## src/hdl/frac_red_pkg.sv

```systemverilog
// Shared types and constants for the fraction reducer.
// Holds the transaction payload structs and the divider request/response structs.
// No dependencies.
`timescale 1ns / 1ps

package frac_red_pkg;

    // Width of the signed input operands.
    localparam int DATA_WIDTH = 32;
    // Counter width able to hold DATA_WIDTH itself.
    localparam int CNT_WIDTH  = $clog2(DATA_WIDTH + 1);

    // Status codes.
    localparam logic STATUS_OK        = 1'b0;
    localparam logic STATUS_BOTH_ZERO = 1'b1;

    typedef struct packed {
        logic signed [DATA_WIDTH-1:0] numer_in;
        logic signed [DATA_WIDTH-1:0] denom_in;
    } frac_in_t;

    typedef struct packed {
        logic signed [DATA_WIDTH-1:0] numer_out;
        logic        [DATA_WIDTH-2:0] denom_out;
        logic        [DATA_WIDTH-2:0] divisor_out;
        logic                         status;
    } frac_out_t;

    // Request to the shared serial divider.
    typedef struct packed {
        logic                  start;
        logic [DATA_WIDTH-1:0] dividend;
        logic [DATA_WIDTH-1:0] divisor;
    } div_req_t;

    // Response from the shared serial divider.
    typedef struct packed {
        logic                  done;
        logic [DATA_WIDTH-1:0] quotient;
        logic [DATA_WIDTH-1:0] remainder;
    } div_rsp_t;

endpackage

```

## src/hdl/frac_red_divider.sv

```systemverilog
// Restoring unsigned divider, one quotient bit per cycle.
// Depends on frac_red_pkg for the data width and request/response structs.
`timescale 1ns / 1ps

module frac_red_divider (
    input  logic                   aclk,
    input  logic                   aresetn,
    input  frac_red_pkg::div_req_t req,
    output frac_red_pkg::div_rsp_t rsp
);
    import frac_red_pkg::*;

    logic                  busy_reg;
    logic                  done_reg;
    logic [CNT_WIDTH-1:0]  cnt_reg;
    logic [DATA_WIDTH-1:0] den_reg;
    logic [DATA_WIDTH-1:0] quo_reg;
    logic [DATA_WIDTH-1:0] rem_reg;

    logic [DATA_WIDTH:0]   shifted;
    logic [DATA_WIDTH:0]   diff;
    logic [DATA_WIDTH-1:0] rem_next;
    logic [DATA_WIDTH-1:0] quo_next;

    // Trial subtract of the divisor from the shifted partial remainder
    always_comb begin
        shifted = {rem_reg, quo_reg[DATA_WIDTH-1]};
        diff    = shifted - {1'b0, den_reg};
        if (!diff[DATA_WIDTH]) begin
            rem_next = diff[DATA_WIDTH-1:0];
            quo_next = {quo_reg[DATA_WIDTH-2:0], 1'b1};
        end else begin
            rem_next = shifted[DATA_WIDTH-1:0];
            quo_next = {quo_reg[DATA_WIDTH-2:0], 1'b0};
        end
    end

    // Load operands on start, then advance one bit per cycle
    always_ff @(posedge aclk) begin
        if (!aresetn) begin
            busy_reg <= 1'b0;
            done_reg <= 1'b0;
            cnt_reg  <= '0;
        end else begin
            done_reg <= 1'b0;
            if (req.start && !busy_reg) begin
                busy_reg <= 1'b1;
                cnt_reg  <= CNT_WIDTH'(DATA_WIDTH);
                den_reg  <= req.divisor;
                quo_reg  <= req.dividend;
                rem_reg  <= '0;
            end else if (busy_reg) begin
                quo_reg <= quo_next;
                rem_reg <= rem_next;
                cnt_reg <= cnt_reg - CNT_WIDTH'(1);
                if (cnt_reg == CNT_WIDTH'(1)) begin
                    busy_reg <= 1'b0;
                    done_reg <= 1'b1;
                end
            end
        end
    end

    assign rsp.done      = done_reg;
    assign rsp.quotient  = quo_reg;
    assign rsp.remainder = rem_reg;

endmodule

```

## src/hdl/fraction_reducer_core.sv

```systemverilog
// Fraction reducer: gcd by Euclid's remainder method, then reduction of both terms.
// Depends on frac_red_pkg and frac_red_divider.
//
// Usage:
//   s_ channel carries one signed numerator/denominator pair per transaction;
//   m_ channel returns one result per input: reduced numerator (carries the
//   sign), reduced denominator (never negative), the gcd and a status bit
//   that is set when both inputs are zero (all other fields then zero).
//   One item is in flight at a time: s_ready is high only while idle, and
//   drops from acceptance until the result transaction completes.
//   Every division runs on the shared restoring divider. With k Euclid steps,
//   a result takes k + 2 divisions: k for the remainders, then one for each
//   magnitude by the gcd; for 32-bit inputs k is at most 46. A zero
//   denominator skips the loop, a zero numerator takes one step, and two zero
//   inputs go from ST_GCD straight to the output register, with no division.
//   The result stays in the output register, held stable, while m_ready is
//   low; the next input is taken once it has been delivered.
//   Reset (aresetn low, synchronous) returns to idle and drops m_valid.
`timescale 1ns / 1ps

module fraction_reducer_core (
    input  logic                    aclk,
    input  logic                    aresetn,
    input  logic                    s_valid,
    output logic                    s_ready,
    input  frac_red_pkg::frac_in_t  s_data,
    output logic                    m_valid,
    input  logic                    m_ready,
    output frac_red_pkg::frac_out_t m_data
);
    import frac_red_pkg::*;

    typedef enum logic [2:0] {
        ST_IDLE,
        ST_GCD,
        ST_GCD_WAIT,
        ST_DIVN,
        ST_DIVN_WAIT,
        ST_DIVD,
        ST_DIVD_WAIT,
        ST_OUT
    } state_t;

    state_t                state_reg;
    logic [DATA_WIDTH-1:0] a_reg;
    logic [DATA_WIDTH-1:0] b_reg;
    logic [DATA_WIDTH-1:0] nmag_reg;
    logic [DATA_WIDTH-1:0] dmag_reg;
    logic [DATA_WIDTH-1:0] qn_reg;
    logic                  neg_reg;
    logic                  m_valid_reg;
    frac_out_t             m_data_reg;

    logic                  s_accept;
    logic                  numer_neg;
    logic                  denom_neg;
    logic [DATA_WIDTH-1:0] numer_mag;
    logic [DATA_WIDTH-1:0] denom_mag;
    logic [DATA_WIDTH-1:0] qn_signed;
    div_req_t              div_req;
    div_rsp_t              div_rsp;

    assign s_ready  = (state_reg == ST_IDLE);
    assign s_accept = s_valid && s_ready;

    // Split inputs into sign and magnitude; the most negative value maps to 2^(W-1)
    always_comb begin
        numer_neg = s_data.numer_in[DATA_WIDTH-1];
        denom_neg = s_data.denom_in[DATA_WIDTH-1];
        numer_mag = numer_neg ? (~s_data.numer_in + DATA_WIDTH'(1)) : s_data.numer_in;
        denom_mag = denom_neg ? (~s_data.denom_in + DATA_WIDTH'(1)) : s_data.denom_in;
    end

    // Apply the fraction's sign to the reduced numerator
    assign qn_signed = neg_reg ? (~qn_reg + DATA_WIDTH'(1)) : qn_reg;

    // Route operands to the shared divider according to the current step
    always_comb begin
        div_req.start    = 1'b0;
        div_req.dividend = a_reg;
        div_req.divisor  = b_reg;
        case (state_reg)
            ST_GCD: begin
                div_req.start = (b_reg != '0);
            end
            ST_DIVN: begin
                div_req.start    = 1'b1;
                div_req.dividend = nmag_reg;
                div_req.divisor  = a_reg;
            end
            ST_DIVD: begin
                div_req.start    = 1'b1;
                div_req.dividend = dmag_reg;
                div_req.divisor  = a_reg;
            end
            default: begin
                div_req.start = 1'b0;
            end
        endcase
    end

    frac_red_divider u_divider (
        .aclk    (aclk),
        .aresetn (aresetn),
        .req     (div_req),
        .rsp     (div_rsp)
    );

    // Sequencer: Euclid loop, then divide both magnitudes by the gcd
    always_ff @(posedge aclk) begin
        if (!aresetn) begin
            state_reg   <= ST_IDLE;
            m_valid_reg <= 1'b0;
        end else begin
            case (state_reg)
                ST_IDLE: begin
                    if (s_accept) begin
                        a_reg     <= numer_mag;
                        b_reg     <= denom_mag;
                        nmag_reg  <= numer_mag;
                        dmag_reg  <= denom_mag;
                        neg_reg   <= numer_neg != denom_neg;
                        state_reg <= ST_GCD;
                    end
                end
                ST_GCD: begin
                    if (b_reg != '0) begin
                        state_reg <= ST_GCD_WAIT;
                    end else if (a_reg == '0) begin
                        // both inputs zero: no reduction
                        m_data_reg.numer_out   <= '0;
                        m_data_reg.denom_out   <= '0;
                        m_data_reg.divisor_out <= '0;
                        m_data_reg.status      <= STATUS_BOTH_ZERO;
                        m_valid_reg            <= 1'b1;
                        state_reg              <= ST_OUT;
                    end else begin
                        state_reg <= ST_DIVN;
                    end
                end
                ST_GCD_WAIT: begin
                    if (div_rsp.done) begin
                        a_reg     <= b_reg;
                        b_reg     <= div_rsp.remainder;
                        state_reg <= ST_GCD;
                    end
                end
                ST_DIVN: begin
                    state_reg <= ST_DIVN_WAIT;
                end
                ST_DIVN_WAIT: begin
                    if (div_rsp.done) begin
                        qn_reg    <= div_rsp.quotient;
                        state_reg <= ST_DIVD;
                    end
                end
                ST_DIVD: begin
                    state_reg <= ST_DIVD_WAIT;
                end
                ST_DIVD_WAIT: begin
                    if (div_rsp.done) begin
                        m_data_reg.numer_out   <= qn_signed;
                        m_data_reg.denom_out   <= div_rsp.quotient[DATA_WIDTH-2:0];
                        m_data_reg.divisor_out <= a_reg[DATA_WIDTH-2:0];
                        m_data_reg.status      <= STATUS_OK;
                        m_valid_reg            <= 1'b1;
                        state_reg              <= ST_OUT;
                    end
                end
                ST_OUT: begin
                    if (m_ready) begin
                        m_valid_reg <= 1'b0;
                        state_reg   <= ST_IDLE;
                    end
                end
                default: begin
                    m_valid_reg <= 1'b0;
                    state_reg   <= ST_IDLE;
                end
            endcase
        end
    end

    assign m_valid = m_valid_reg;
    assign m_data  = m_data_reg;

    // Input is never taken while a result is pending
    assert property (@(posedge aclk) disable iff (!aresetn)
        !(s_ready && m_valid))
        else $error("input ready while result pending");

    // An accepted transaction closes the input until its result is delivered
    assert property (@(posedge aclk) disable iff (!aresetn)
        s_accept |=> !s_ready)
        else $error("input ready right after acceptance");

    // The both-zero status carries all-zero result fields
    assert property (@(posedge aclk) disable iff (!aresetn)
        (m_valid && m_data.status) |->
            (m_data.numer_out == '0 && m_data.denom_out == '0 &&
             m_data.divisor_out == '0))
        else $error("both-zero status with nonzero fields");

    // Divider completions arrive only while the sequencer waits for one
    assert property (@(posedge aclk) disable iff (!aresetn)
        div_rsp.done |->
            (state_reg == ST_GCD_WAIT || state_reg == ST_DIVN_WAIT ||
             state_reg == ST_DIVD_WAIT))
        else $error("divider done outside a wait state");

    // The divider is never started with a zero divisor
    assert property (@(posedge aclk) disable iff (!aresetn)
        div_req.start |-> (div_req.divisor != '0))
        else $error("division by zero requested");

endmodule
```

## config.mk

```make
export PLATFORM = sky130hd
export DESIGN_NAME = fraction_reducer_core
export DESIGN_NICKNAME = d
export VERILOG_FILES = /design/src/hdl/frac_red_pkg.sv /design/src/hdl/frac_red_divider.sv /design/src/hdl/fraction_reducer_core.sv
export SDC_FILE = /design/constraint.sdc
export NUM_CORES = 1
export LEC_CHECK = 0
export ABC_AREA = 1
export BUFFER_PORTS_ARGS = -buffer_cell sky130_fd_sc_hd__buf_2
export CAP_MARGIN = 20
export CORE_MARGIN = 8
export CORE_UTILIZATION = 60
export CTS_CLUSTER_SIZE = 30
export DETAILED_ROUTE_END_ITERATION = 8
export PLACE_DENSITY = 0.9
export SLEW_MARGIN = 25
export SYNTH_ARGS = -nofsm -noshare
export SYNTH_HDL_FRONTEND = slang
export SYNTH_SLANG_ARGS = --single-unit
export TNS_END_PERCENT = 1
```

## constraint.sdc

```tcl
create_clock -name aclk -period 7.2 [get_ports aclk]
set_clock_uncertainty 0.2 [all_clocks]
set_input_delay 1.08 -clock aclk [delete_from_list [all_inputs] [get_ports aclk]]
set_output_delay 1.08 -clock aclk [all_outputs]
set_load 0.03 [all_outputs]
```

# == Yosys cells after proc, flatten, opt, wreduce, memory -nomap -nowiden ==
# Index checks and enable logic that the tools add are counted.
# totals
reg_bits,364
latchBits,0
ramBits,0
mem_bits_ro,0
in_bits,68
output_inout_bits,97
mem_count,0
# classes
n_addsub,5
mul,0
n_div,0
n_lt_le_gt_ge,0
eq_ne,16
n_shift,0
muxes,39
bitwise,5
n_reduce_logical,21
# op_table
operator,n
32-bit two-way mux,11
95-bit two-way mux,3
95-bit one-hot mux with 2 select lines,1
32-bit one-hot mux with 2 select lines,2
64-bit one-hot mux with 2 select lines,1
32-bit NOT,3
32-bit by 2-bit adder with 32-bit output (second input constant),2
33-bit by 32-bit subtractor with 33-bit output,1
32-bit by 1-bit adder with 32-bit output (second input constant),1
32-bit zero test,1
32-bit nonzero test,1
3-bit one-hot mux with 8 select lines,1
3-bit two-way mux,7
5-bit AND reduction,3
3-bit == test (second input constant),4
6-bit two-way mux,2
1-bit two-way mux,9
2-bit by 1-bit != test with 1-bit output (second input constant),4
3-bit by 2-bit == test with 1-bit output (second input constant),2
6-bit by 1-bit == test with 1-bit output (second input constant),1
2-bit != test (second input constant),3
3-bit AND reduction,2
2-bit nonzero test,3
6-bit by 1-bit subtractor with 6-bit output (second input constant),1
13 further kinds,17

# == Longest topological paths before layout ==
# depth
ltp_word,6
ltp_mapped,17

# == Hierarchy ==
# Synthesis repeated with hierarchy kept, for this count alone.
# hier_totals
cells_unflattened,2443
area_unflattened_um2,20229.4
# by_module_without_submodules
mod,instances,cells_per_inst,area_each_um2
fraction_reducer_core,1,1478,13231.4
frac_red_divider,1,965,6998.0

# == Worst setup path before layout ==
# No wires, ideal clock.
# synth_path
kind,input port to flip-flop
startpoint,input port aresetn
endpoint,register u_divider.quo_reg[0] (enable)
setup_time_ns,0.574
arrival_ns,5.969
required_time_ns,6.426
slack_ns,0.456
cell_stages,3
cell_sequence,clkbuf_1 -> inv_1 -> o21ai_0
# synth_via
elab_chain_cells,1
# synth_lines
element,line,text
start: declaration,fraction_reducer_core.sv:23,"input logic aresetn,"
2-bit AND reduction (no source line),-,
end signal: assignment,frac_red_divider.sv:50,quo_reg <= req.dividend;
end signal: assignment,frac_red_divider.sv:53,quo_reg <= quo_next;
end: declaration,frac_red_divider.sv:17,logic [DATA_WIDTH-1:0] quo_reg;
# No other way between the ends.
# A chain may end at the register's enable or synchronous reset.

# == Final worst setup path ==
# layout_path
startpoint,register state_reg[0]
endpoint,"register m_data_reg, in the netlist m_data[87] (enable)"
# layout_via
elab_chain_cells,3
word_cells_on_any_way,7
cone_classes,5 x eq/ne; 2 x reduce/logical
# layout_lines
element,line,text
start: declaration,fraction_reducer_core.sv:44,state_t state_reg;
start signal: assignment,fraction_reducer_core.sv:112,state_reg <= ST_IDLE;
start signal: assignment,fraction_reducer_core.sv:123,state_reg <= ST_GCD;
start signal: assignment,fraction_reducer_core.sv:128,state_reg <= ST_GCD_WAIT;
3-bit by 1-bit == test with 1-bit output or 3-bit == test (tied branches),fraction_reducer_core.sv:115,case (state_reg)
2-bit != test (no source line) (tied with other cells),-,
5-bit AND reduction (no source line) (*),-,
end: declaration,fraction_reducer_core.sv:52,frac_out_t m_data_reg;
# Mark *: on every way between the ends. The rest lies on a longest branch, timed or not.

==> impl_metrics.csv <==
group,metric,value,unit
clock_network,clk_pin_slew,0.06,ns
floorplan,ios,165,
hold_path,min_from,"u_divider.quo_reg[17]",
worst_setup_path,end_kind,"flip-flop",
yosys,ys_top_cells_by_count,"nand2_1 (681), inv_1 (402), edfxtp_1 (352)",
clock_network,htree_levels,2,
power,seqPwrFrac,37.2,%
power,power_density,398,nW/um2
yosys,synthesis.nets,2531,
yosys,synth_top_area_cell,"edfxtp_1",
global_routing,antenna_found_initial,1,
floorplan,die_w,200,um
timing,period_needed,3.82,ns
timing,fmax,262,MHz
place,dpl.hpwl,45800,um
drt,drt-pass1-iter-count,6,
yosys,ys_seq_area_share,53.4,%
power,pwr-share-comb,41.8,%
power,sw_frac_of_total,42.0,%
drt,ant_nets,0,
yosys,postSynthCellCount,2425,
worst_setup_path,cpMaxStageDelayCell,"nor2_4",
drt,vias,17351,
layout,drive_gt1_share,11.2,%
floorplan,dieArea,39900,um2
power,leakagePower,10.3,nW
clock_network,cts.sinks,364,
timing,tns,0,ns
timing,slew_headroom,35.6,%
timing,hold_viol_final,0,
worst_setup_path,slowest_delay,0.72,ns
clock_network,clock_latency,0.54,ns
clock_network,clk_path_buf_depth,3,
clock_network,clock-root-buffer,"clkbuf_16",
timing,report.final.slew_viol_count,0,
yosys,yosysWarnings,0,
worst_setup_path,cp.arrival,3.79,ns
yosys,synth_edf_count,352,
drt,vias_per_cell,5.68,
worst_setup_path,r2r_setup_slack,3.38,ns
floorplan,start_util,60.7,%
clock_network,cts_made_buffers,38,
yosys,yosysTopAreaCellShare,52.2,%
yosys,syn_avg_cell_area,8.35,um2
place,place_inst,2984,
worst_setup_path,path_class,"flip-flop to flip-flop",
layout,nNetsFinal,2682,
clock_network,postCtsSetupBuffers,0,
power,irDropWorstVdd,276,uV
global_routing,first_global_vias,16017,
timing,min_period_over_period,53.1,%
yosys,ys.flop_type,"edfxtp_1",
worst_setup_path,path_max_fanout,74,
worst_setup_path,critPathRequiredTime,7.16,ns
drt,drt_wl_total,60100,um
yosys,async_flop_share,0,%
drt,drtIter0Drc,2141,
yosys,synth-seq-cells,364,
layout,syn_to_final_growth,11.7,%
yosys,synthTopCellsByArea,"edfxtp_1 (52%), nand2_1 (13%), inv_1 (7.5%)",
place,port_buffers,164,
clock_network,cts_resized,0,
global_routing,grt_remaining_overflow,0,
worst_setup_path,worstReg2RegEnd,"m_data[87]",
power,power.switching,0.00378,W
timing,rsz0062_at_grt,"no",
worst_setup_path,cp_cell_sequence,"inv_1 -> nand3_2 -> buf_4 -> nor2_1 -> o21bai_1 -> nor2_1 -> nand2_1 -> nor2_4 -> buf_4",
hold_path,worstHoldPathCells,0,
drt,wl_per_cell,19.7,um
worst_setup_path,reg2reg_from,"state_reg[0]",
power,power,0.00900,W
floorplan,die_h,200,um
global_routing,track_usage,29.6,%
worst_setup_path,reg2reg_depth,9,
floorplan,rows,67,
run,drv_cap,0,
hold_path,holdPathEnd,"qn_reg[17]",
global_routing,grt_pass1_wl,90100,um
yosys,synthDistinctLibCells,50,
yosys,synth.cell_area,20200,um2
status,run_status,"finished clean",
worst_setup_path,startpoint_type,"flip-flop",
power,clkPwrFrac,21.0,%
layout,layout.cells.non_filler,3054,
yosys,yosysMostFrequentCell,"nand2_1",
global_routing,grt_max_degree,99,
clock_network,cts_tree,"yes",
timing,finalSetupViolCount,0,
place,gp_congestion,1.00,
drt,drc,0,
layout,largest_reg_flops,95,
hold_path,hp-class,"flip-flop to flip-flop",
timing,tightest_slew,0.966,ns
power,p_int,0.00522,W
floorplan,core_area,33400,um2
layout,finish.utilization,67.8,%
clock_network,cts_hold_buf,0,
-- placed cells by master, fill, tap and decap left out, types with 9 or more instances in the layout --
cell	n
a21oi_1	56
o211ai_1	21
xnor2_1	12
ha_1	37
xor2_1	44
nor2_2	24
clkbuf_16	40
edfxtp_1	352
nand3_1	134
nor2_1	302
o21ai_0	144
dfxtp_1	12
buf_4	14
inv_1	402
nand4_1	30
nor3_1	28
clkinv_2	9
buf_2	164
nand2_1	681
-- worst max path at each step --
stage                 startpoint                    to  slack (ns)  cells after the start
floorplan                aresetn  u_divider.quo_reg[0]        0.46                      3
global placement         m_ready            m_data[88]        3.44                      9
detailed placement  state_reg[0]            m_data[94]        3.38                      9
CTS                 state_reg[0]            m_data[87]        3.38                      9
global route        state_reg[0]            m_data[55]        3.14                      9
finish              state_reg[0]            m_data[87]        3.38                      9
-- stage by stage --
step | hold WS, ns | worst slack (ns) | area (um2)
2_1_floorplan | 0.226 | 0.456 | 20200
3_3_place_gp | 0.227 | 3.44 | 21400
3_5_place_dp | 0.234 | 3.38 | 21400
4_1_cts | 0.251 | 3.38 | 22600
5_1_grt | 0.260 | 3.14 | 22600
6_report | 0.254 | 3.38 | 22600
-- cell families after synthesis --
| kind of cell | after synthesis | share of synthesized area [%] |
|---|---|---|
| AOI/OAI and AO/OA | 254 | 7.01 |
| xor gates and xnor gates | 56 | 2.42 |
| adders and majority gates | 38 | 2.39 |
| buffers and inverters | 473 | 9.23 |
| DFF | 364 | 53.4 |
| and+or+nand+nor | 1240 | 25.6 |
-- cell type report --
cell class                 count  area (um2)
sequential                   364       10800
fill                        2679       10700
multi-input combinational   1588        7610
inverter                     406        1520
clock buffer                  48        1040
timing repair buffer         178         926
tap                          448         561
clock inverter                21         150
antenna                        1        2.50
-- worst max-delay path: cells and delay by family (launching register included) --
family / cells / cell delay, ns
compound gates: 1 / 0.20
buf+inv: 3 / 1.45
flops: 1 / 0.36
simple gates: 5 / 1.18
-- routing by layer --
layer / GRT usage [%] / part of all wire, % / vias up
li1: - / - / 8115
met1: 38.2 / 37 / 7932
met2: 48.2 / 47 / 1127
met3: 5.07 / 11 / 177
met4: 14.1 / 5.1 / 0
met5: 0 / 0 / -
-- power by group through the flow --
stage | combinational, W | sequential, W | clock, W
floorplan | 0.00260 | 0.00348 | 0
global placement | 0.00358 | 0.00336 | 0
detailed placement | 0.00368 | 0.00338 | 0
CTS | 0.00371 | 0.00334 | 0.00189
global route | 0.00415 | 0.00339 | 0.00197
finish | 0.00376 | 0.00335 | 0.00189
Note: power is estimated with default switching activity, not from simulation.
